===== src/sv/lpp_div.sv =====
// lidar point projector: pipelined restoring divider, one quotient bit per stage
// standalone; quotient magnitude plus an overflow flag when it needs more bits
module lpp_div #(
  parameter int NUM_W = 28,
  parameter int DEN_W = 15,
  parameter int QUO_W = 16
) (
  input  logic             clk_i,
  input  logic             en_i,
  input  logic [NUM_W-1:0] num_i,
  input  logic [DEN_W-1:0] den_i,
  output logic [QUO_W-1:0] quo_o,
  output logic             ovf_o
);

  localparam int CMP_W = ((NUM_W > DEN_W + QUO_W) ? NUM_W : DEN_W + QUO_W) + 1;

  logic [CMP_W-1:0] rem_q [QUO_W];
  logic [DEN_W-1:0] den_q [QUO_W];
  logic [QUO_W-1:0] quo_q [QUO_W+1];
  logic             ovf_q [QUO_W+1];
  logic [CMP_W-1:0] den_top;

  // entry stage: flag quotients that do not fit
  assign den_top = CMP_W'(den_i) << QUO_W;

  always_ff @(posedge clk_i) begin
    if (en_i) begin
      rem_q[0] <= CMP_W'(num_i);
      den_q[0] <= den_i;
      quo_q[0] <= '0;
      ovf_q[0] <= (CMP_W'(num_i) >= den_top);
    end
  end

  // one compare and subtract per stage, msb first
  for (genvar k = 1; k <= QUO_W; k++) begin : g_step
    logic [CMP_W-1:0] dsh;
    logic             ge;

    assign dsh = CMP_W'(den_q[k-1]) << (QUO_W - k);
    assign ge  = (rem_q[k-1] >= dsh);

    always_ff @(posedge clk_i) begin
      if (en_i) begin
        quo_q[k] <= {quo_q[k-1][QUO_W-2:0], ge};
        ovf_q[k] <= ovf_q[k-1];
      end
    end

    if (k < QUO_W) begin : g_keep
      always_ff @(posedge clk_i) begin
        if (en_i) begin
          rem_q[k] <= ge ? (rem_q[k-1] - dsh) : rem_q[k-1];
          den_q[k] <= den_q[k-1];
        end
      end
    end
  end

  assign quo_o = quo_q[QUO_W];
  assign ovf_o = ovf_q[QUO_W];

endmodule


===== config.mk =====
export PLATFORM = sky130hd
export DESIGN_NAME = lpp_div
export DESIGN_NICKNAME = d
export VERILOG_FILES = /design/src/sv/lpp_div.sv
export SDC_FILE = /design/constraint.sdc
export NUM_CORES = 1
export LEC_CHECK = 0
export BUFFER_PORTS_ARGS = -buffer_cell sky130_fd_sc_hd__buf_2
export CAP_MARGIN = 20
export CORE_UTILIZATION = 53
export CTS_BUF_LIST = sky130_fd_sc_hd__clkbuf_2
export CTS_CLUSTER_SIZE = 20
export DETAILED_ROUTE_END_ITERATION = 16
export GPL_TIMING_DRIVEN = 1
export PLACE_DENSITY_LB_ADDON = 0.05
export SLEW_MARGIN = 40
export SYNTH_ARGS = -nofsm -noshare
export SYNTH_HDL_FRONTEND = slang
export SYNTH_SLANG_ARGS = --single-unit
export TNS_END_PERCENT = 20

===== constraint.sdc =====
create_clock -name clk_i -period 8.5 [get_ports clk_i]
set_clock_uncertainty 0.05 [all_clocks]
set_input_delay 1.7 -clock clk_i [delete_from_list [all_inputs] [get_ports clk_i]]
set_output_delay 1.7 -clock clk_i [all_outputs]
set_load 0.03 [all_outputs]

==> out/results.tsv, run 1 <==
metric	value	unit
status	finished, final reports clean	
finalHoldViolations	0	
dominantRegCellSynth	sky130_fd_sc_hd__edfxtp_1	
required_time_of_the_worst_setup_path	9.60	ns
post-cts-setup-buffer-count	0	
design_area	0.0484	mm²
detail_routed_net_length_per_standard_cell	18.5	µm
clock_latency_reported_for_the_late_side_of_the_worst_skew_pair	1.50	ns
synthTopCellsByArea	sky130_fd_sc_hd__edfxtp_1 (61%), sky130_fd_sc_hd__ha_1 (7.0%), sky130_fd_sc_hd__xnor2_1 (3.1%)	
combinational_family_with_the_most_area_after_synthesis	compound AO/OA/AOI/OAI gates	
drt_first_pass_iters	8	
synthSimpleGateAreaFrac	10.5	%
p_leak	18.9	nW
grt_overall_usage	22.3	%
p_per_area	281	mW/mm²
critical_path.endpoint_type	register	
number_of_nets_still_failing_antenna_checks_after_routing	0	
postSynth.asyncResetShare	0	%
mappedNetlistNets	3888	
synth-adder-area-share	7.70	%
std_cell_rows	105	
drt_drc_violations_left	0	
combined_area_of_the_multi_input_logic_cells	0.0161	mm²
cts-resized-gates	0	
placedInstanceArea	0.0462	mm²
placement.setup.worst_slack	4.48	ns
period_share	47.4	%
fmax	0.248	GHz
global_route.overflow_total	0	
dieWidth	292	µm
n_fill_cell	6758	
synthDistinctLibCells	82	
drive_above_1_share	13.0	%
core_box_area	0.0826	mm²
post_synthesis_instance_area	0.0445	mm²
grt_first_pass_wirelength	149	mm
route.detailed.vias_per_inst	5.62	
drt_wl_total	93.8	mm
cts-htree-levels	4	
tritoncts_clock_tree	built	
number_of_clock_buffers_inserted_by_tritoncts	224	
syn_avg_cell_area	12.5	µm²
num_io_pins	62	
number_of_enable_flip_flop_cells_after_synthesis	901	
tightest_slew	0.943	ns
sum_neg_setup_slack	0	ns
routabilityCongestion	0.906	
clkSlewWorstSetupHoldPaths	0.11	ns
critPathMaxFanout	3	
initial_utilization	53.9	%
shortest_period_the_worst_path_allows	4.03	ns
synth_largest_area_cell	sky130_fd_sc_hd__edfxtp_1	
hold_path_class	register to register	
timing_max_transition_violations_final	0	
final_net_count	4133	
synth.mux.area_fraction	1.15	%
final_critical_path_setup_slack	4.47	ns
setup_violations	0	
detail_route.iter0.violations	2078	
synth_xor_area_share	5.72	%
cts.root.buffer_cell	sky130_fd_sc_hd__clkbuf_2	
dieArea	0.0852	mm²
setup_repair_after_global_routing_missed_its_margin	false	
cts.path.max_buffers	3	
pin_count_of_the_biggest_net_entering_global_routing	183	
number_of_violations_of_the_max_capacitance_limit	0	
irDropWorstVdd	153	µV
ys_ff_latch	901	
antenna_found_initial	7	
port_buffers	61	
grt_pass1_vias	29000	
cts_hold_repair.buffers	0	
seq_area	0.0271	mm²
clock_sink_count	901	
yosysSeqAreaShare	60.7	%
critPathArrivalTime	5.13	ns
crit_path_start_kind	register	
worstSetupPathType	register to register	
timing.slew.headroom	36.5	%
yosys_warnings	0	
routed-via-count	28500	
cells_after_synth	3578	
area_growth_syn_to_layout	8.55	%
synth-compound-area-share	10.9	%
synthDominantCellAreaShare	60.7	%
chipHeight	292	µm
detailedPlacementHpwl	68.5	mm
-- kinds of logic (layout without fill, tap and decap cells) --
group	count (synthesis)	count (layout)
xor gates and xnor gates	291	291
adders and majority gates	265	265
buffers and inverters	383	804
other	0	6
DFF	901	901
and+or+nand+nor	922	922
AOI/OAI and AO/OA	772	772
muxes	44	44
-- per-stage QoR --
stage	power [mW]	instances	util (%)	hold WS [ns]
floorplan	9.56	3578	-	0.350
global placement	10.7	4663	55.8	0.351
detailed placement	10.8	4664	55.9	0.355
CTS	13.7	5066	58.4	0.133
global route	14.5	5075	58.5	0.190
finish	13.6	5075	58.5	0.333
-- synth_stat cells (37+ instances only) --
cell type and instances:
sky130_fd_sc_hd__o21ai_0 193, sky130_fd_sc_hd__mux2_2 37, sky130_fd_sc_hd__nor4_1 58, sky130_fd_sc_hd__nand2_1 224, sky130_fd_sc_hd__xnor2_1 159, sky130_fd_sc_hd__nand3_1 48, sky130_fd_sc_hd__a21o_1 84, sky130_fd_sc_hd__clkbuf_1 44
sky130_fd_sc_hd__nor3_1 81, sky130_fd_sc_hd__nor2_1 223, sky130_fd_sc_hd__inv_1 323, sky130_fd_sc_hd__nand2b_1 42, sky130_fd_sc_hd__a21oi_1 244, sky130_fd_sc_hd__ha_1 250, sky130_fd_sc_hd__nor2b_1 50, sky130_fd_sc_hd__edfxtp_1 901
sky130_fd_sc_hd__xor2_1 132
-- cell usage in the layout, fill, tap and decap left out, drive strengths merged, types with 11 or more instances in the layout --
master / instances
nand3: 48
buf: 78
o21a: 27
nor4: 59
xnor2: 159
nand4: 34
o2111ai: 11
a21oi: 244
nand2: 225
nand2b: 42
nor2: 224
o21ai: 195
a21boi: 12
fa: 15
a211oi: 24
mux2: 43
ha: 250
a31oi: 22
clkinv: 69
o21bai: 19
xor2: 132
edfxtp: 901
nor2b: 50
or2: 22
and2: 11
and3: 22
clkbuf: 320
nor3: 81
o211ai: 12
o31ai: 27
inv: 330
or3: 33
a21o: 84
or4: 19
o31a: 13
-- cell type report --
class / instances / area share [%]
Inverter: 324 / 2.51
Clock buffer: 320 / 3.31
Clock inverter: 82 / 0.911
Multi-Input combinational cell: 2294 / 33.3
Timing Repair Buffer: 78 / 1.21
Sequential cell: 901 / 55.9
Antenna cell: 6 / 0.0310
Tap cell: 1070 / 2.77
-- layer usage --
metal / wire (µm) / vias up / global-route usage, % / part of all wire [%]
met5: 0 / - / 0 / 0
met2: 44500 / 743 / 36.7 / 47
met1: 41200 / 13600 / 28.5 / 44
li1: - / 13900 / - / -
met3: 5000 / 218 / 4.37 / 5.3
met4: 3140 / 0 / 10.3 / 3.3
-- worst max-delay path: stages (launching register included) --
cell	delay [ns]
sky130_fd_sc_hd__edfxtp_1	0.41
sky130_fd_sc_hd__inv_1	0.07
sky130_fd_sc_hd__ha_1	0.17
sky130_fd_sc_hd__inv_1	0.06
sky130_fd_sc_hd__fa_1	0.42
sky130_fd_sc_hd__a211oi_1	0.39
sky130_fd_sc_hd__o21bai_1	0.18
sky130_fd_sc_hd__a41oi_1	0.39
sky130_fd_sc_hd__o21ai_0	0.18
sky130_fd_sc_hd__o311ai_0	0.78
sky130_fd_sc_hd__nand3_1	0.28
sky130_fd_sc_hd__nor3_1	0.23
sky130_fd_sc_hd__xor2_1	0.10
-- sequential cells by signal, summed over array words and instances, names as in the netlist --
register  flops
quo_q       136
rem_q       508
ovf_q        17
den_q       240
-- worst paths after layout --
kind	from	endpoint	slack [ns]	depth (start not counted)
hold reg to reg	den_q[0][33]	den_q[0][48]	0.33	0
hold / removal	den_q[0][33]	den_q[0][48]	0.33	0
setup / recovery	rem_q[10][5]	rem_q[11][29]	4.47	12
setup reg to reg	rem_q[10][5]	rem_q[11][29]	4.47	12
-- power by group --
part           internal [mW]  total [mW]  switching (mW)  leakage, nW
Combinational           1.83        4.23            2.40         8.67
Clock                   1.12        2.85            1.73         1.52
Sequential              5.94        6.52           0.585         8.67
No activity file was read; power rests on OpenSTA's default activity.
==> inputs of run 2 (changes only) <==
==> constraint.sdc (replaced) <==
create_clock -name clk_i -period 3.65 [get_ports clk_i]
set_clock_uncertainty 0.05 [all_clocks]
set_input_delay 0.73 -clock clk_i [delete_from_list [all_inputs] [get_ports clk_i]]
set_output_delay 0.73 -clock clk_i [all_outputs]
set_load 0.03 [all_outputs]
==> run 2 against run 1 <==
Net effect:
- first-iteration DRC count down 8.9%
- sequential power up 130%
- non-clock buffer count up 148
- die area unchanged
- global-route usage up 0.50 points
- sequential share of layout area down 1.7 points
- maximum frequency up 18%
- critical path type unchanged
- critical endpoint is now rem_q[13][28]
- largest power group unchanged
==> out/results.tsv, run 2 (synthesis gave the netlist of run 1 again) <==
metric	value	unit	change
dieWidth	292	µm	unchanged
dp.cells	4728		+1.4%
period_share	93.5	%	+46 points
required_time_of_the_worst_setup_path	4.78	ns	-4.82 ns
clkSlewWorstSetupHoldPaths	0.10	ns	about the same
detail_routed_net_length_per_standard_cell	18.2	µm	-1.5%
critical_path.endpoint_type	register		
drt_wl_total	95.2	mm	+1.5%
crit_path_start_kind	register		
finish.cell_count_without_fillers	5227		+3.0%
min_path_cells	4		+4
placedInstanceArea	0.0468	mm²	+1.2%
combined_area_of_the_multi_input_logic_cells	0.0161	mm²	about the same
initial_utilization	53.9	%	unchanged
timing_max_transition_violations_final	0		unchanged
core_box_area	0.0826	mm²	unchanged
detail_route.iter0.violations	1893		-8.9%
irDropWorstVdd	350	µV	+130%
cts-htree-levels	4		unchanged
crit-reg2reg-capture	rem_q[13][28]		
timing.slew.headroom	37.0	%	+0.50 points
final_net_count	4280		+3.6%
number_of_clock_buffers_inserted_by_tritoncts	223		-0.45%
cts.root.buffer_cell	sky130_fd_sc_hd__clkbuf_2		
critPathMaxFanout	4		+1
tritoncts_clock_tree	built		
pin_count_of_the_biggest_net_entering_global_routing	110		-40%
r2r_slack	0.24	ns	-4.23 ns
grt_overall_usage	22.8	%	+0.50 points
num_io_pins	62		unchanged
sum_neg_setup_slack	0	ns	unchanged
number_of_nets_still_failing_antenna_checks_after_routing	0		unchanged
routed-via-count	29000		+1.8%
worst_r2r_path_depth	10		-2
worstSetupPathType	register to register		
max_ffs_per_register	508		unchanged
drt_drc_violations_left	0		unchanged
p_per_area	646	mW/mm²	+130%
final_core_area_utilization	60.4	%	+1.9 points
fmax	0.293	GHz	+18%
grt_first_pass_wirelength	152	mm	+1.9%
finalHoldWorstSlack	0.272	ns	-0.0609 ns
std_cell_rows	105		unchanged
setup_repair_after_global_routing_missed_its_margin	false		
placement.setup.worst_slack	0.152	ns	-4.33 ns
mostFrequentLayoutCells	sky130_fd_sc_hd__edfxtp_1 (901), sky130_fd_sc_hd__inv_1 (323), sky130_fd_sc_hd__clkbuf_2 (323)		
number_of_violations_of_the_max_capacitance_limit	0		unchanged
seq_area	0.0271	mm²	unchanged
area_growth_syn_to_layout	12.0	%	
global_route.overflow_total	0		unchanged
largest-register	rem_q		
drive_above_1_share	14.2	%	+1.1 points
reg2reg_from	den_q[1][61]		
drt_first_pass_iters	7		-1
cts.path.max_buffers	3		unchanged
n_fill_cell	6640		-1.7%
hold_path_class	input port to register		
clock_sink_count	901		unchanged
setup_violations	0		unchanged
critPathArrivalTime	4.55	ns	-0.58 ns
p_leak	19.6	nW	+4.0%
detailedPlacementHpwl	69.6	mm	+1.6%
shortest_period_the_worst_path_allows	3.41	ns	-0.619 ns
status	finished, final reports clean		
tightest_slew	0.945	ns	+0.00113 ns
dieArea	0.0852	mm²	unchanged
timing.hold.worst.start	num_i[26]		
clock_latency_reported_for_the_late_side_of_the_worst_skew_pair	1.48	ns	-0.02 ns
worst_hold_path.endpoint	ovf_q[0]		
largest_registers	rem_q: 508 flops, den_q: 240 flops, quo_q: 136 flops		
antenna_found_initial	5		-2
route.detailed.vias_per_inst	5.55		-1.2%
design_area	0.0499	mm²	+3.2%
final_critical_path_setup_slack	0.236	ns	-4.23 ns
port_buffers	61		unchanged
layout.cells.most_common	sky130_fd_sc_hd__edfxtp_1		
finalHoldViolations	0		unchanged
routabilityCongestion	0.934		+3.1%
total_power	32.2	mW	+140%
chipHeight	292	µm	unchanged
grt_pass1_vias	29600		+1.9%
[run 2: cell types whose count changed in the layout (fill, tap and decap cells not counted), sizes merged]
cell	previous run	this run
dlygate4sd3	0	87
buf	78	139
bufinv	3	9
clkbuf	320	323
clkinvlp	4	1
diode	6	9
inv	330	327
clkinv	69	67
[run 2: layout make-up]
cell class	instances	area share, %
Tap cell	1070	2.68
Clock buffer	323	3.24
Clock inverter	80	1.15
Timing Repair Buffer	226	3.95
Sequential cell	901	54.2
Antenna cell	9	0.0451
Inverter	324	2.44
Multi-Input combinational cell	2294	32.3
[run 2: routing by layer]
layer  share of wire, %  vias up  track usage (%)
li1                   -    14200                -
met1                 42    13800             28.0
met2                 49      751             38.6
met3                5.5      221             4.75
met4                3.4        0             10.4
met5                  0        -                0
[run 2: worst max path at each step]
stage | startpoint | endpoint | slack (ns) | cells after the start
2_1_floorplan | rem_q[12][17] | rem_q[13][10] | 0.55 | 10
3_3_place_gp | rem_q[10][5] | rem_q[11][31] | 0.27 | 14
3_5_place_dp | rem_q[13][2] | rem_q[14][30] | 0.15 | 11
4_1_cts | rem_q[13][2] | rem_q[14][30] | 0.09 | 11
5_1_grt | den_q[1][0] | rem_q[9][29] | 0.03 | 10
6_report | den_q[1][61] | rem_q[13][28] | 0.24 | 10
[run 2: critical path, stage by stage (launching register included)]
cell	delay, ns
sky130_fd_sc_hd__edfxtp_1	0.45
sky130_fd_sc_hd__inv_1	0.08
sky130_fd_sc_hd__ha_1	0.24
sky130_fd_sc_hd__nor2b_1	0.16
sky130_fd_sc_hd__o31a_1	0.26
sky130_fd_sc_hd__o21ai_0	0.23
sky130_fd_sc_hd__nand2_1	0.20
sky130_fd_sc_hd__a21bo_2	0.28
sky130_fd_sc_hd__a21boi_0	0.37
sky130_fd_sc_hd__or4b_2	0.64
sky130_fd_sc_hd__xnor2_1	0.16
[run 2: where the power goes]
group	total (mW)	internal (mW)	switching, mW
sequential	15.2	13.8	1.36
clock	7.06	3.04	4.02
combinational	9.96	4.42	5.54
[run 2: what timing repair did]
action                                  in CTS  in global routing
hold endpoints to repair                   929                  0
resized for setup                            0                  7
hold buffers                                87                  0
buffers inserted                             0                  0
endpoints found under the setup margin       0                  9
==> inputs of run 3 (changes only) <==
==> constraint.sdc (replaced) <==
create_clock -name clk_i -period 3.65 [get_ports clk_i]
set_clock_uncertainty 0.05 [all_clocks]
set_input_delay 0.5475 -clock clk_i [delete_from_list [all_inputs] [get_ports clk_i]]
set_output_delay 0.5475 -clock clk_i [all_outputs]
set_load 0.03 [all_outputs]
==> run 3 against run 2 <==
Net effect:
- first-iteration DRC count up 6.6%
- sequential share of layout area increased by 0.29 points
- power down 1.6%
==> out/results.tsv, run 3 (synthesis gave the netlist of run 1 again) <==
metric	value	unit	change
grt_overall_usage	22.7	%	-0.062 points
std_cell_rows	105		unchanged
finish.cell_count_without_fillers	5221		-0.11%
worst_hold_path.endpoint	rem_q[0][19]		
power.switching	11.0	mW	+0.70%
shortest_period_the_worst_path_allows	3.40	ns	-0.0172 ns
detailedPlacementHpwl	69.2	mm	-0.64%
number_of_nets_still_failing_antenna_checks_after_routing	0		unchanged
p_leak	19.5	nW	-0.81%
drt_first_pass_iters	5		-2
routed-via-count	28900		-0.35%
clock_sink_count	901		unchanged
mostFrequentLayoutCells	sky130_fd_sc_hd__edfxtp_1 (901), sky130_fd_sc_hd__inv_1 (323), sky130_fd_sc_hd__clkbuf_2 (303)		
core_box_area	0.0826	mm²	unchanged
critPathMaxFanout	4		unchanged
cts.path.max_buffers	3		unchanged
cts.root.buffer_cell	sky130_fd_sc_hd__clkbuf_2		
hold_path_class	input port to register		
initial_utilization	53.9	%	unchanged
number_of_violations_of_the_max_capacitance_limit	0		unchanged
dieArea	0.0852	mm²	unchanged
chipHeight	292	µm	unchanged
critPathArrivalTime	4.56	ns	about the same
dieWidth	292	µm	unchanged
detail_route.iter0.violations	2018		+6.6%
antenna_found_initial	7		+2
irDropWorstVdd	352	µV	+0.34%
detail_routed_net_length_per_standard_cell	18.2	µm	-0.17%
min_path_cells	3		-1
pin_count_of_the_biggest_net_entering_global_routing	105		-4.5%
sum_neg_setup_slack	0	ns	unchanged
route.detailed.vias_per_inst	5.54		-0.23%
largest_registers	rem_q: 508 flops, den_q: 240 flops, quo_q: 136 flops		
crit_path_start_kind	register		
num_io_pins	62		unchanged
clkSlewWorstSetupHoldPaths	0.10	ns	about the same
timing_max_transition_violations_final	0		unchanged
finalHoldViolations	0		unchanged
grt_first_pass_wirelength	151	mm	-0.33%
tritoncts_clock_tree	built		
number_of_clock_buffers_inserted_by_tritoncts	222		-0.45%
worstSetupPathType	register to register		
largest-register	rem_q		
internal_power	20.7	mW	-2.8%
setup_violations	0		unchanged
switching_share	34.7	%	+0.80 points
p_per_area	638	mW/mm²	-1.1%
clock_latency_reported_for_the_late_side_of_the_worst_skew_pair	1.53	ns	+0.05 ns
required_time_of_the_worst_setup_path	4.81	ns	+0.03 ns
placement.setup.worst_slack	0.209	ns	+0.0566 ns
global_route.overflow_total	0		unchanged
worst_r2r_path_depth	12		+2
power_frac_comb	31.4	%	+0.5 points
crit-reg2reg-capture	rem_q[7][25]		
cts-htree-levels	4		unchanged
final_net_count	4272		-0.19%
dp.cells	4719		-0.19%
max_ffs_per_register	508		unchanged
layout.cells.most_common	sky130_fd_sc_hd__edfxtp_1		
critical_path.endpoint_type	register		
drt_wl_total	94.9	mm	-0.29%
tightest_slew	0.976	ns	+0.0317 ns
n_fill_cell	6757		+1.8%
port_buffers	61		unchanged
setup_repair_after_global_routing_missed_its_margin	false		
timing.hold.worst.start	num_i[19]		
clkPwrFrac	20.7	%	-1.2 points
status	finished, final reports clean		
routabilityCongestion	0.912		-2.3%
timing.slew.headroom	34.9	%	-2.1 points
area_growth_syn_to_layout	11.4	%	
p_seq_share	47.9	%	+0.8 points
drive_above_1_share	13.6	%	-0.54 points
drt_drc_violations_left	0		unchanged
period_share	93.1	%	-0.47 points
reg2reg_from	rem_q[6][9]		
r2r_slack	0.25	ns	+0.02 ns
final_critical_path_setup_slack	0.254	ns	+0.0172 ns
post-cts-setup-buffer-count	0		unchanged
fmax	0.294	GHz	+0.51%
grt_pass1_vias	29400		-0.74%
-- run 3: cell count changes in the layout (fill, tap and decap cells not counted), moves of 2 or more --
cell	delta
sky130_fd_sc_hd__clkbuf_2	-20
sky130_fd_sc_hd__clkinv_1	+17
sky130_fd_sc_hd__bufinv_16	-8
sky130_fd_sc_hd__buf_12	-7
sky130_fd_sc_hd__clkinv_2	+4
sky130_fd_sc_hd__clkinv_8	+4
sky130_fd_sc_hd__buf_4	-2
sky130_fd_sc_hd__inv_6	+2
sky130_fd_sc_hd__inv_8	+2
-- run 3: metrics by stage --
stage,hold WS [ns],power [mW],util (%),cell area (µm²)
final,0.253,31.7,60.0,49600
after CTS,0.0359,31.9,60.0,49600
after detailed placement,0.355,25.1,56.4,46600
after floorplan,0.350,22.3,-,44500
after global routing,0.119,33.9,60.0,49600
after global placement,0.351,24.8,56.4,46600
-- run 3: worst max-delay path by stage --
| stage | slack (ns) | depth (start not counted) | end | start |
|---|---|---|---|---|
| 5_1_grt | 0.02 | 12 | rem_q[6][26] | rem_q[5][10] |
| 6_report | 0.25 | 12 | rem_q[7][25] | rem_q[6][9] |
| 4_1_cts | 0.13 | 14 | rem_q[11][31] | rem_q[10][5] |
| 2_1_floorplan | 0.55 | 10 | rem_q[13][10] | rem_q[12][17] |
| 3_5_place_dp | 0.21 | 9 | rem_q[14][30] | rem_q[13][4] |
| 3_3_place_gp | 0.28 | 14 | rem_q[11][31] | rem_q[10][5] |
-- run 3: area by class of cell --
cell class / count / area [µm²] / area share (%)
Antenna cell: 8 / 20.0 / 0.0403
Multi-Input combinational cell: 2294 / 16100 / 32.4
Clock inverter: 102 / 531 / 1.07
Inverter: 324 / 1220 / 2.45
Clock buffer: 303 / 1520 / 3.06
Tap cell: 1070 / 1340 / 2.70
Timing Repair Buffer: 219 / 1850 / 3.74
Sequential cell: 901 / 27100 / 54.5
-- run 3: what timing repair did --
item | 4_1_cts | 5_1_grt
hold buffers | 89 | 0
resized for setup | 0 | 5
endpoints found under the setup margin | 0 | 10
endpoints found under the hold margin | 945 | 0
-- run 3: metal layers --
layer,share of wire (%),up-vias,track usage (%),routed length [µm]
met5,0,-,0,0
met4,3.1,0,9.54,2920
met3,5.7,193,4.71,5380
met2,48,753,38.2,46000
met1,43,13700,28.5,40600
li1,-,14200,-,-
-- run 3: power groups by stage --
| stage | clock (mW) | sequential, mW | combinational, mW |
|---|---|---|---|
| floorplan | 0 | 14.8 | 7.48 |
| global route | 7.38 | 15.4 | 11.1 |
| global placement | 0 | 15.4 | 9.48 |
| CTS | 6.86 | 15.2 | 9.89 |
| finish | 6.55 | 15.2 | 9.95 |
| detailed placement | 0 | 15.4 | 9.75 |
-- run 3: worst max-delay path, stage by stage (launching register included) --
cell,delay [ns]
sky130_fd_sc_hd__edfxtp_1,0.40
sky130_fd_sc_hd__inv_1,0.07
sky130_fd_sc_hd__ha_1,0.16
sky130_fd_sc_hd__inv_1,0.06
sky130_fd_sc_hd__fa_1,0.40
sky130_fd_sc_hd__a21o_1,0.20
sky130_fd_sc_hd__a21oi_1,0.26
sky130_fd_sc_hd__o21ai_0,0.34
sky130_fd_sc_hd__a31o_2,0.32
sky130_fd_sc_hd__a221o_1,0.31
sky130_fd_sc_hd__a211oi_1,0.31
sky130_fd_sc_hd__nand2_1,0.12
sky130_fd_sc_hd__xnor2_1,0.13
